$ cat config.mk
export PLATFORM = sky130hd
export DESIGN_NAME = int_to_radix_ascii
export DESIGN_NICKNAME = d
export VERILOG_FILES = /design/src/rtl/rta_pkg.sv /design/src/rtl/int_to_radix_ascii.sv /design/src/rtl/rta_cell.sv /design/src/rtl/rta_chain.sv
export SDC_FILE = /design/constraint.sdc
export NUM_CORES = 1
export LEC_CHECK = 0
export BUFFER_PORTS_ARGS = -buffer_cell sky130_fd_sc_hd__buf_2
export CAP_MARGIN = 20
export CORE_MARGIN = 2
export CORE_UTILIZATION = 50
export CTS_BUF_LIST = sky130_fd_sc_hd__clkbuf_4 sky130_fd_sc_hd__clkbuf_8
export CTS_CLUSTER_SIZE = 30
export DETAILED_ROUTE_END_ITERATION = 16
export GPL_TIMING_DRIVEN = 0
export PLACE_DENSITY = 0.65
export SYNTH_ARGS = -nofsm -noshare
export SYNTH_HDL_FRONTEND = slang
export SYNTH_HIERARCHICAL = 1
export SYNTH_SLANG_ARGS = --single-unit
$ cat constraint.sdc
create_clock -name clk -period 4.74 [get_ports clk]
set_input_delay 1.185 -clock clk [delete_from_list [all_inputs] [get_ports clk]]
set_output_delay 1.185 -clock clk [all_outputs]
set_load 0.005 [all_outputs]
$ cat src/rtl/rta_pkg.sv
package rta_pkg;

	localparam int VALUE_WIDTH_DEF = 32;
	localparam int RADIX_W = 6;
	localparam int DIGIT_W = 6;
	localparam int CHAR_W = 7;

	localparam logic [RADIX_W-1:0] RADIX_MIN = 6'd2;
	localparam logic [RADIX_W-1:0] RADIX_MAX = 6'd36;

	localparam logic [CHAR_W-1:0] CHAR_ZERO = 7'h30;
	localparam logic [CHAR_W-1:0] CHAR_A = 7'h41;
	localparam logic [CHAR_W-1:0] CHAR_MINUS = 7'h2D;
	localparam logic [DIGIT_W-1:0] LAST_DEC_DIGIT = 6'd9;
	localparam logic [CHAR_W-1:0] DEC_DIGITS = 7'd10;

	typedef struct packed {
		logic clear;
		logic feed;
		logic feed_bit;
		logic shift;
	} rta_ctrl_t;

	function automatic logic [CHAR_W-1:0] digit_char(input logic [DIGIT_W-1:0] d);
		logic [CHAR_W-1:0] c;
		if (d > LAST_DEC_DIGIT) begin
			c = {1'b0, d} + (CHAR_A - DEC_DIGITS);
		end else begin
			c = {1'b0, d} + CHAR_ZERO;
		end
		return c;
	endfunction

endpackage

$ cat src/rtl/int_to_radix_ascii.sv
// Operation: after an input transfer the magnitude is fed bit by bit into the cells and
// the carries ripple up until the cells go idle; leading zero digits are then shifted
// out, a minus sign is sent for a negative value, and the digits follow, most significant
// first. Output stalls hold the flow; the next input transfer waits until the last
// character of the current value has been loaded into the output register.
// Reset: arst_n clears the controller, the cell activity chain and m_tvalid.
module int_to_radix_ascii #(
	parameter int VALUE_WIDTH = rta_pkg::VALUE_WIDTH_DEF,
	localparam int S_DATA_W = ((rta_pkg::RADIX_W + VALUE_WIDTH + 7) / 8) * 8
) (
	input  logic                clk,
	input  logic                arst_n,
	input  logic                s_tvalid,
	output logic                s_tready,
	input  logic [S_DATA_W-1:0] s_tdata,  // radix[5:0], value[VALUE_WIDTH+5:6]
	output logic                m_tvalid,
	input  logic                m_tready,
	output logic [7:0]          m_tdata,  // char_code[6:0]
	output logic                m_tlast
);
	import rta_pkg::*;

	localparam int CELLS = VALUE_WIDTH + 1;
	localparam int CNT_W = $clog2(VALUE_WIDTH + 1);
	localparam int REM_W = $clog2(CELLS + 1);

	typedef enum logic [4:0] {
		ST_IDLE = 5'b00001,
		ST_CONV = 5'b00010,
		ST_SKIP = 5'b00100,
		ST_SIGN = 5'b01000,
		ST_DIG  = 5'b10000
	} state_t;

	state_t                 state_q;
	logic [RADIX_W-1:0]     radix_q;
	logic [VALUE_WIDTH-1:0] mag_q;
	logic                   neg_q;
	logic [CNT_W-1:0]       cnt_q;
	logic [REM_W-1:0]       rem_q;
	logic [CHAR_W-1:0]      char_q;
	logic                   last_q;

	logic                   accept;
	logic                   out_free;
	logic                   feeding;
	logic                   lead_zero;
	logic                   busy;
	logic [DIGIT_W-1:0]     top_digit;
	logic [RADIX_W-1:0]     in_radix;
	logic [VALUE_WIDTH-1:0] in_value;
	logic [RADIX_W-1:0]     radix_clamped;
	rta_ctrl_t              ctrl;

	assign s_tready = (state_q == ST_IDLE);
	assign accept = s_tvalid && s_tready;
	assign out_free = !m_tvalid || m_tready;
	assign in_radix = s_tdata[RADIX_W-1:0];
	assign in_value = s_tdata[RADIX_W +: VALUE_WIDTH];
	assign feeding = (state_q == ST_CONV) && (cnt_q != CNT_W'(VALUE_WIDTH));
	assign lead_zero = (top_digit == '0) && (rem_q > REM_W'(1));

	always_comb begin
		if (in_radix < RADIX_MIN) begin
			radix_clamped = RADIX_MIN;
		end else if (in_radix > RADIX_MAX) begin
			radix_clamped = RADIX_MAX;
		end else begin
			radix_clamped = in_radix;
		end
	end

	always_comb begin
		ctrl.clear = accept;
		ctrl.feed = feeding;
		ctrl.feed_bit = mag_q[VALUE_WIDTH-1];
		ctrl.shift = ((state_q == ST_SKIP) && lead_zero) ||
		             ((state_q == ST_DIG) && out_free);
	end

	rta_chain #(
		.CELLS (CELLS)
	) u_chain (
		.clk       (clk),
		.arst_n    (arst_n),
		.ctrl      (ctrl),
		.radix     (radix_q),
		.busy      (busy),
		.top_digit (top_digit)
	);

	always_ff @(posedge clk or negedge arst_n) begin
		if (!arst_n) begin
			state_q <= ST_IDLE;
			cnt_q <= '0;
			rem_q <= '0;
			m_tvalid <= 1'b0;
		end else begin
			if (out_free) begin
				m_tvalid <= (state_q == ST_SIGN) || (state_q == ST_DIG);
			end
			unique case (state_q)
				ST_IDLE: begin
					if (accept) begin
						state_q <= ST_CONV;
						cnt_q <= '0;
						rem_q <= REM_W'(CELLS);
					end
				end
				ST_CONV: begin
					if (feeding) begin
						cnt_q <= cnt_q + 1'b1;
					end else if (!busy) begin
						state_q <= ST_SKIP;
					end
				end
				ST_SKIP: begin
					if (lead_zero) begin
						rem_q <= rem_q - 1'b1;
					end else begin
						state_q <= neg_q ? ST_SIGN : ST_DIG;
					end
				end
				ST_SIGN: begin
					if (out_free) begin
						state_q <= ST_DIG;
					end
				end
				ST_DIG: begin
					if (out_free) begin
						rem_q <= rem_q - 1'b1;
						if (rem_q == REM_W'(1)) begin
							state_q <= ST_IDLE;
						end
					end
				end
				default: begin
					state_q <= ST_IDLE;
				end
			endcase
		end
	end

	always_ff @(posedge clk) begin
		if (accept) begin
			radix_q <= radix_clamped;
			neg_q <= in_value[VALUE_WIDTH-1];
			mag_q <= in_value[VALUE_WIDTH-1] ? (~in_value + 1'b1) : in_value;
		end else if (feeding) begin
			mag_q <= {mag_q[VALUE_WIDTH-2:0], 1'b0};
		end
		if ((state_q == ST_SIGN) && out_free) begin
			char_q <= CHAR_MINUS;
			last_q <= 1'b0;
		end else if ((state_q == ST_DIG) && out_free) begin
			char_q <= digit_char(top_digit);
			last_q <= (rem_q == REM_W'(1));
		end
	end

	assign m_tdata = {1'b0, char_q};
	assign m_tlast = last_q;

`ifndef SYNTHESIS
	a_accept_starts: assert property (@(posedge clk) disable iff (!arst_n)
		accept |=> (state_q == ST_CONV) && (cnt_q == '0))
		else $error("accepted item did not start conversion");
	a_dig_remaining: assert property (@(posedge clk) disable iff (!arst_n)
		(state_q == ST_DIG) |-> (rem_q != '0))
		else $error("digit emission with no digits left");
	a_radix_range: assert property (@(posedge clk) disable iff (!arst_n)
		(state_q == ST_CONV) |-> (radix_q >= RADIX_MIN) && (radix_q <= RADIX_MAX))
		else $error("radix outside the supported range");
`endif

endmodule

$ cat src/rtl/rta_cell.sv
module rta_cell (
	input  logic                            clk,
	input  logic                            arst_n,
	input  rta_pkg::rta_ctrl_t              ctrl,
	input  logic [rta_pkg::RADIX_W-1:0]     radix,
	input  logic                            act_in,
	input  logic                            carry_in,
	input  logic [rta_pkg::DIGIT_W-1:0]     digit_in,
	output logic                            act_q,
	output logic                            carry_q,
	output logic [rta_pkg::DIGIT_W-1:0]     digit_q
);
	import rta_pkg::*;

	logic [DIGIT_W:0]   sum;
	logic [DIGIT_W-1:0] diff;
	logic               wrap;

	// Each active cycle doubles the digit and adds the carry from below.
	always_comb begin
		sum = {digit_q, carry_in};
		diff = sum[DIGIT_W-1:0] - radix;
		wrap = sum >= {1'b0, radix};
	end

	always_ff @(posedge clk or negedge arst_n) begin
		if (!arst_n) begin
			act_q <= 1'b0;
		end else begin
			act_q <= ctrl.clear ? 1'b0 : act_in;
		end
	end

	always_ff @(posedge clk) begin
		if (ctrl.clear) begin
			digit_q <= '0;
			carry_q <= 1'b0;
		end else if (ctrl.shift) begin
			digit_q <= digit_in;
			carry_q <= 1'b0;
		end else if (act_in) begin
			digit_q <= wrap ? diff : sum[DIGIT_W-1:0];
			carry_q <= wrap;
		end
	end

endmodule

$ cat src/rtl/rta_chain.sv
module rta_chain #(
	parameter int CELLS = rta_pkg::VALUE_WIDTH_DEF + 1
) (
	input  logic                            clk,
	input  logic                            arst_n,
	input  rta_pkg::rta_ctrl_t              ctrl,
	input  logic [rta_pkg::RADIX_W-1:0]     radix,
	output logic                            busy,
	output logic [rta_pkg::DIGIT_W-1:0]     top_digit
);
	import rta_pkg::*;

	logic [CELLS-1:0]   act;
	logic [CELLS-1:0]   carry;
	logic [DIGIT_W-1:0] digit [CELLS];

	// Cell zero holds the least significant digit; shifting moves digits upward.
	for (genvar k = 0; k < CELLS; k++) begin : g_cell
		if (k == 0) begin : g_first
			rta_cell u_cell (
				.clk      (clk),
				.arst_n   (arst_n),
				.ctrl     (ctrl),
				.radix    (radix),
				.act_in   (ctrl.feed),
				.carry_in (ctrl.feed_bit),
				.digit_in ('0),
				.act_q    (act[k]),
				.carry_q  (carry[k]),
				.digit_q  (digit[k])
			);
		end else begin : g_next
			rta_cell u_cell (
				.clk      (clk),
				.arst_n   (arst_n),
				.ctrl     (ctrl),
				.radix    (radix),
				.act_in   (act[k-1]),
				.carry_in (carry[k-1]),
				.digit_in (digit[k-1]),
				.act_q    (act[k]),
				.carry_q  (carry[k]),
				.digit_q  (digit[k])
			);
		end
	end

	assign busy = |act;
	assign top_digit = digit[CELLS-1];

`ifndef SYNTHESIS
	a_no_overflow: assert property (@(posedge clk) disable iff (!arst_n)
		act[CELLS-1] |-> !carry[CELLS-1])
		else $error("carry left the top digit cell");
	a_feed_idle_shift: assert property (@(posedge clk) disable iff (!arst_n)
		ctrl.shift |-> !busy && !ctrl.feed)
		else $error("digit shift while conversion still in flight");
	a_digit_range: assert property (@(posedge clk) disable iff (!arst_n)
		ctrl.shift |-> top_digit < radix)
		else $error("top digit out of radix range");
`endif

endmodule

Yosys cells after proc, flatten, opt, wreduce, memory -nomap -nowiden. Index checks and enable logic that the tools add are counted.

Memories: 0. Latch bits: 0. Logic and storage cells: 403. Output and inout bits: 11. Input port bits: 44. RAM bits: 0. ROM bits: 0. Flip-flop bits (word level): 328.

Add/subtract/negate cells: 38. Eq/ne operators: 16. Mux-type cells: 151. Magnitude comparators: 37. Shift-type cells: 0. Multipliers: 0. Bitwise logic cells: 1. Div/mod/pow operators: 0. Reductions and logical operators: 52.

Operators by type and width (count): $mux W6 (103); $ge A7 B6 Y1 (33); $sub A6 B6 Y6 (33); $mux W32 (3); $reduce_bool A2 Y1 (34); $mux W5 (8); $mux W1 (33); $reduce_or A33 Y1 (1); $add A32 B1 Y32 const B (1); $not A32 Y32 (1); $pmux W5 S5 (1); $pmux W6 S3 (1); $add A6 B6 Y7 const B (2); $ne A2 B2 Y1 const B (6); $pmux W6 S2 (1); $mux W7 (1); $reduce_and A7 Y1 (1); $add A6 B1 Y6 const B (1); $eq A6 B1 Y1 const B (1); $gt A6 B1 Y1 const B (1); $gt A6 B4 Y1 const B (1); $gt A6 B6 Y1 const B (1); $logic_and A1 B1 Y1 (6); $logic_not A6 Y1 (1); other kinds (15) (20).

Longest topological paths before layout. Gate-level depths: netlist of run 1.

Depth in word-level cells: 5. Gate-level depth with buffers: 11. Gate-level depth less buffers: 11.

Modules after synthesis. Netlist of run 1, hierarchy kept.

By module, submodules not included: rta_cell at u_chain.g_cell[0].g_first.u_cell ... (times used 28, seq. area each 165.2 um^2, cells an instance 76, area each 686.9 um^2); int_to_radix_ascii (times used 1, seq. area each 1783.0 um^2, cells an instance 420, area each 3932.5 um^2); rta_cell at u_chain.g_cell[25].g_next.u_cell ... (times used 5, seq. area each 165.2 um^2, cells an instance 81, area each 701.9 um^2); rta_chain (times used 1, seq. area each 0.0 um^2, cells an instance 13, area each 82.6 um^2).

Least setup slack after synthesis of run 1. No wires, ideal clock.

Path type: in2reg. From: in m_tready. To: reg u_chain/g_cell[1].g_next.u_cell/digit_q[2] (netlist bit). Path slack: -0.681 ns. Path buffers: 1. Library setup time: 0.123 ns. Stages on the path: 8. Required time: 4.617 ns. Arrival: 5.298 ns. Cells stage by stage: nor2b_1 -> nor2_1 -> nor2_1 -> inv_1 -> clkbuf_8 -> nor3b_1 -> a21oi_1 -> o22ai_1.

RTL lines: start, declared (line int_to_radix_ascii.sv:17) `input logic m_tready,`; end signal, assigned (line rta_cell.sv:39) `digit_q <= digit_in;`; end signal, assigned (line rta_cell.sv:42) `digit_q <= wrap ? diff : sum[DIGIT_W-1:0];`; end, declared (line rta_cell.sv:11) `output logic [rta_pkg::DIGIT_W-1:0] digit_q`.

==> reports/metrics.csv, run 1 <==
stage,metric,value,unit
detailed_routing,Residual DRC,0,
setup_path,Setup CP Type,flip-flop to flip-flop,
floorplanning,Die Span Y,235.2,um
setup_path,register-to-register setup slack,830,ps
synth,YS warnings,6,
grt,vias in the first global route,22940,
flow_run,# Max-Cap Violations,0,
place,Area after DPL,0.02837,mm^2
clock_network,CTS buffer count,67,
detailed_routing,vias per cell,5.979,
grt,Total GRT Usage,25.13,%
floorplanning,die width,235.2,um
detailed_routing,DRT iter0 DRCs,1365,
floorplanning,num ports,55,
sta,worst hold margin,450.8,ps
setup_path,cell repeated most along the worst path,nor2_1,
pwr,pwr/cell area,343.3,mW/mm^2
synth,Mapped Cells,2963,
floorplanning,std cell rows,84,
sta,Tmin final,3907,ps
finish,Layout area overhead,11.49,%
sta,RSZ-0062 raised after global routing,no,
sta,Slew HR,34.49,%
clock_network,CTS tree,built,
floorplanning,Initial Utilization,50.75,%
clock_network,"Hold-fix buffers, CTS",0,
floorplanning,full die area,0.05531,mm^2
place,Post-DP HPWL,52390,um
hold_path,Hold Crit Class,flip-flop to flip-flop,
sta,Final Cycle Share,82.43,%
setup_path,cell-by-cell trace of the critical path,clkbuf_1 > or4_1 > o2111ai_1 > nor2_1 > nor2_1 > clkinvlp_4 > buf_12 > buf_12 > clkbuf_1 > a21oi_1 > nor2_1 > a311o_1,
setup_path,crit-path max FO,46,
synth,cell area after synthesis,0.02672,mm^2
synth,Synth Area per Inst,9.019,um^2
clock_network,post-CTS setup buffer count,0,
clock_network,CTS Sinks,328,
clock_network,clock latency on the worst-skew pair,650,ps
setup_path,Crit-path slowest cell,clkinvlp_4,
setup_path,Worst path max stage delay,620,ps
detailed_routing,detailed-route via count,23030,
setup_path,Crit path required time,5280,ps
finish,Nets,3395,
place,GP Congestion,0.8781,
detailed_routing,wire per inst,18.38,um
grt,GRT overflow,0,
setup_path,CP Capture Type,flip-flop,
setup_path,critical path startpoint category,flip-flop,
clock_network,htree depth,3,
sta,Final Hold Fails,0,
sta,slew at the pin closest to its max-slew limit,982.7,ps
detailed_routing,final antenna-violating net count,0,
grt,first-pass GRT wire length,116800,um
floorplanning,Placeable Area,0.05266,mm^2
clock_network,post-cts sizing count,0,
pwr,leakage,11.84,nW
finish,fraction of layout instances using a drive strength above 1,15.84,%
grt,initial antenna violation count,3,
pwr,overall power,10.23,mW
sta,Final Slew Violations,0,
sta,Final setup violation count,0,
pwr,VDD IR-drop max,287.3,uV
outcome,status,completed,
sta,setup tns final,0,ps
clock_network,Clock Path Buffers,3,
setup_path,WP data arrival,4440,ps
sta,Peak Freq,255.9,MHz
place,port bufs,50,
detailed_routing,Total Wirelength,70820,um
clock_network,"Clk pin slew, worst setup/hold paths",60,ps
clock_network,Clock Tree Root,clkbuf_8,
sta,clk_skew,38.19,ps
detailed_routing,DRT Pass-1 Iters,7,
finish,cell area after layout,0.02979,mm^2
grt,largest net degree at the start of global routing,52,
worst max-delay path: cells and delay by family, from the launching register on:
| kind | cells | cell delay [ps] |
|---|---|---|
| simple gates | 4 | 950 |
| flops | 1 | 360 |
| compound gates | 3 | 770 |
| buf+inv | 5 | 1690 |
path summary, 6_finish.rpt:
| check | start | end | cells past startpoint |
|---|---|---|---|
| hold reg to reg | char_q[1] | char_q[1] | 2 |
| setup reg to reg | rem_q[2] | u_chain/g_cell[26].g_next.u_cell/digit_q[0] | 12 |
| hold / removal | char_q[1] | char_q[1] | 2 |
| max in group asynchronous | arst_n | rem_q[4] | 1 |
| min in group asynchronous | arst_n | u_chain/g_cell[18].g_next.u_cell/act_q | 1 |
| setup / recovery | rem_q[2] | u_chain/g_cell[26].g_next.u_cell/digit_q[0] | 12 |
per-layer routing:
layer / up-vias / wire (um) / global-route usage [%]
li1: 11200 / - / -
met2: 533 / 33870 / 42.72
met3: 141 / 3369 / 4.151
met1: 11150 / 31700 / 32.48
met5: - / 23 / 0
met4: 4 / 1860 / 8.036
power by group:
part | leakage (nW) | internal [mW] | total (mW) | switching [mW]
combinational | 8.11 | 1.50 | 3.75 | 2.25
sequential | 2.98 | 3.16 | 3.35 | 0.199
clock | 0.742 | 1.79 | 3.12 | 1.34
total | 11.8 | 6.44 | 10.2 | 3.79
cell type report:
type	count	area, um^2
fill	4698	22860
clock buffer	104	1287
multi-input combinational	2268	17800
inverter	255	960.9
clock inverter	18	131.4
buffer	117	774.5
antenna	1	2.502
timing repair buffer	73	765.7
tap	688	860.8
sequential	328	7213
per-stage QoR:
| stage | setup slack (ps) | utilization, % | instances |
|---|---|---|---|
| floorplan | 114.5 | - | 2968 |
| global placement | -2321 | 52.90 | 3706 |
| detailed placement | 406.0 | 53.89 | 3729 |
| CTS | 892.5 | 56.58 | 3851 |
| global route | 537.2 | 56.58 | 3852 |
| finish | 832.8 | 56.58 | 3852 |
sequential cells by signal, summed over array words and instances, names as in the netlist:
name,count
u_chain/g_cell.g_next.u_cell/act_q,32
m_tvalid,1
radix_q,6
u_chain/g_cell.g_first.u_cell/digit_q,6
cnt_q,6
state_q,5
u_chain/g_cell.g_next.u_cell/carry_q,31
u_chain/g_cell.g_first.u_cell/carry_q,1
rem_q,6
u_chain/g_cell.g_first.u_cell/act_q,1
neg_q,1
mag_q,32
char_q,7
u_chain/g_cell.g_next.u_cell/digit_q,192
m_tlast,1
cell usage in the layout (no fill, tap or decap), drive strengths merged, types with 9 or more instances in the layout:
master  count
or3         9
dfrtp      50
nand3      72
and2b      56
o22ai     161
or2b       28
nand2b     48
nand2      81
buf        84
nor3b     199
xor2       94
o21ai     119
inv       254
nor3      106
mux2i     167
a21oi     347
fa         33
nor4       11
clkbuf    210
ha        208
a21boi     28
nor2b      33
and3       30
nand3b     32
nor2      112
nand4      35
edfxtp     39
clkinv     11
dfxtp     238
a31oi      34
a21o       37
a41oi      34
xnor2      37
a311o      11
mux2       30
Power figures use the tool's default switching activity.
==> run 2, diff against run 1 <==
--- a/config.mk
+++ b/config.mk
@@ -5,6 +5,7 @@
 export SDC_FILE = /design/constraint.sdc
 export NUM_CORES = 1
 export LEC_CHECK = 0
+export ABC_AREA = 1
 export BUFFER_PORTS_ARGS = -buffer_cell sky130_fd_sc_hd__buf_2
 export CAP_MARGIN = 20
 export CORE_MARGIN = 2
==> constraint.sdc (replaced) <==
create_clock -name clk -period 3.2 [get_ports clk]
set_input_delay 0.8 -clock clk [delete_from_list [all_inputs] [get_ports clk]]
set_output_delay 0.8 -clock clk [all_outputs]
set_load 0.005 [all_outputs]
==> reports/metrics.csv, run 2 <==
stage,metric,value,unit
finish,"commonest non-fill, non-tap cell in the layout",nand2_1,
clock_network,CTS buffer count,59,
pwr,pwr/cell area,704.2,mW/mm^2
clock_network,post-cts sizing count,0,
floorplanning,Initial Utilization,50.62,%
setup_path,Worst path max stage delay,410,ps
clock_network,Clock Path Buffers,3,
setup_path,CP Capture Type,flip-flop,
sta,Final Slew Violations,0,
sta,Tmin final,2975,ps
setup_path,top cell family by delay on the critical path,simple AND/OR/NAND/NOR gates,
finish,Layout area overhead,10.40,%
pwr,VDD IR-drop max,403.3,uV
clock_network,CTS tree,built,
finish,sequential standard cell area,0.007213,mm^2
detailed_routing,Residual DRC,0,
setup_path,Crit-path slowest cell,dfxtp_1,
place,Cells after DPL,4984,
place,port bufs,51,
setup_path,Critical path buffers and inverters,3,
finish,fill cell count,5698,
grt,first-pass GRT wire length,126000,um
outcome,status,completed,
sta,RSZ-0062 raised after global routing,no,
place,Post-DP HPWL,56670,um
place,GP Congestion,0.8851,
flow_run,# Max-Cap Violations,0,
grt,initial antenna violation count,1,
floorplanning,std cell rows,88,
setup_path,Crit path required time,3730,ps
sta,Final Hold Fails,0,
clock_network,Clock Tree Root,clkbuf_8,
finish,Top Registers,"u_chain/g_cell.g_next.u_cell/digit_q (192), mag_q (32), u_chain/g_cell.g_next.u_cell/act_q (32)",
detailed_routing,DRT iter0 DRCs,1569,
setup_path,R2R cell count,11,
floorplanning,full die area,0.06037,mm^2
grt,largest net degree at the start of global routing,52,
sta,slew at the pin closest to its max-slew limit,852.8,ps
finish,Nets,4565,
setup_path,register-to-register setup slack,220,ps
detailed_routing,DRT Pass-1 Iters,5,
setup_path,critical path startpoint category,flip-flop,
sta,Final Cycle Share,92.97,%
clock_network,"Hold-fix buffers, CTS",0,
setup_path,RR Endpoint,u_chain/g_cell[24].g_next.u_cell/digit_q[0],
clock_network,post-CTS setup buffer count,0,
floorplanning,num ports,55,
setup_path,RR Startpoint,u_chain/g_cell[32].g_next.u_cell/digit_q[0],
sta,Slew HR,43.15,%
floorplanning,die width,245.7,um
sta,setup tns final,0,ps
finish,number of flip-flops in the largest register,192,
floorplanning,Placeable Area,0.05770,mm^2
synth,Mapped Cells,4144,
clock_network,clock latency on the worst-skew pair,680,ps
clock_network,"Clk pin slew, worst setup/hold paths",70,ps
synth,cell area after synthesis,0.02921,mm^2
setup_path,WP data arrival,3500,ps
finish,footprint of the multi-input gates,0.01883,mm^2
pwr,leakage,15.08,nW
sta,Final setup violation count,0,
finish,most frequent cells in the layout,"nand2_1, inv_1, nor2_1, nand3_1, dfxtp_1",
sta,Peak Freq,336.1,MHz
detailed_routing,vias per cell,5.316,
detailed_routing,detailed-route via count,27090,
grt,GRT overflow,0,
hold_path,Hold Crit Class,input pin to asynchronous set/reset pin,
finish,final cell count without fillers,5096,
synth,YS warnings,6,
sta,clk_skew,42.21,ps
floorplanning,Die Span Y,245.7,um
clock_network,htree depth,2,
setup_path,Setup CP Type,flip-flop to flip-flop,
detailed_routing,final antenna-violating net count,0,
grt,vias in the first global route,25490,
clock_network,CTS Sinks,328,
detailed_routing,wire per inst,14.57,um
setup_path,crit-path max FO,28,
finish,Largest Register,u_chain/g_cell.g_next.u_cell/digit_q,
finish,fraction of layout instances using a drive strength above 1,11.85,%
grt,Total GRT Usage,24.80,%
synth,Synth Area per Inst,7.048,um^2
setup_path,cell-by-cell trace of the critical path,inv_1 > ha_1 > nand2_1 > nor3_1 > nand4_1 > nand2_2 > buf_12 > clkbuf_1 > nor2_1 > a22oi_1 > a21oi_1,
detailed_routing,Total Wirelength,74240,um
[run 2: power breakdown]
group          internal (mW)  total [mW]  switching (mW)
Clock                   2.58        4.45            1.87
Sequential              5.18        6.00           0.825
Combinational           4.52        12.3            7.73
[run 2: layout make-up]
class | count | area share (%)
multi-input cells | 3023 | 58.39
flip-flops and latches | 328 | 22.37
inverters | 719 | 8.370
clock buffers | 96 | 3.671
well taps | 765 | 2.968
repair buffers | 70 | 2.220
plain buffers | 79 | 1.521
clock inverters | 15 | 0.4850
diodes | 1 | 0.007761
[run 2: worst max-delay path by stage]
stage	endpoint	depth (start not counted)	from	slack, ps
2_1_floorplan	u_chain/g_cell[26].g_next.u_cell/digit_q[3]	9	m_tready	550
3_3_place_gp	u_chain/g_cell[25].g_next.u_cell/digit_q[4]	9	m_tready	-900
3_5_place_dp	u_chain/g_cell[9].g_next.u_cell/digit_q[3]	11	m_tready	140
4_1_cts	u_chain/g_cell[24].g_next.u_cell/digit_q[0]	11	u_chain/g_cell[32].g_next.u_cell/digit_q[0]	250
5_1_grt	u_chain/g_cell[24].g_next.u_cell/digit_q[0]	11	u_chain/g_cell[32].g_next.u_cell/digit_q[0]	30
6_report	u_chain/g_cell[24].g_next.u_cell/digit_q[0]	11	u_chain/g_cell[32].g_next.u_cell/digit_q[0]	220
[run 2: routing by layer]
layer  vias up  share of wire, %  GRT usage [%]
met1     12410                49          34.76
li1      14150                 -              -
met3        92               3.3          2.390
met4         0               1.9          6.150
met5         -                 0              0
met2       439                46          40.89
[run 2: per-stage QoR]
stage | power (mW) | area, um^2 | hold slack, ps | worst slack [ps] | utilization [%]
2_1_floorplan | 15.27 | 29230 | 458.8 | 554.1 | -
3_3_place_gp | 17.92 | 30440 | 448.9 | -903.8 | 52.76
3_5_place_dp | 18.26 | 30900 | 456.2 | 137.2 | 53.56
4_1_cts | 22.82 | 32240 | 226.0 | 252.4 | 55.88
5_1_grt | 24.81 | 32240 | 263.8 | 32.18 | 55.89
6_report | 22.71 | 32240 | 240.5 | 224.8 | 55.89
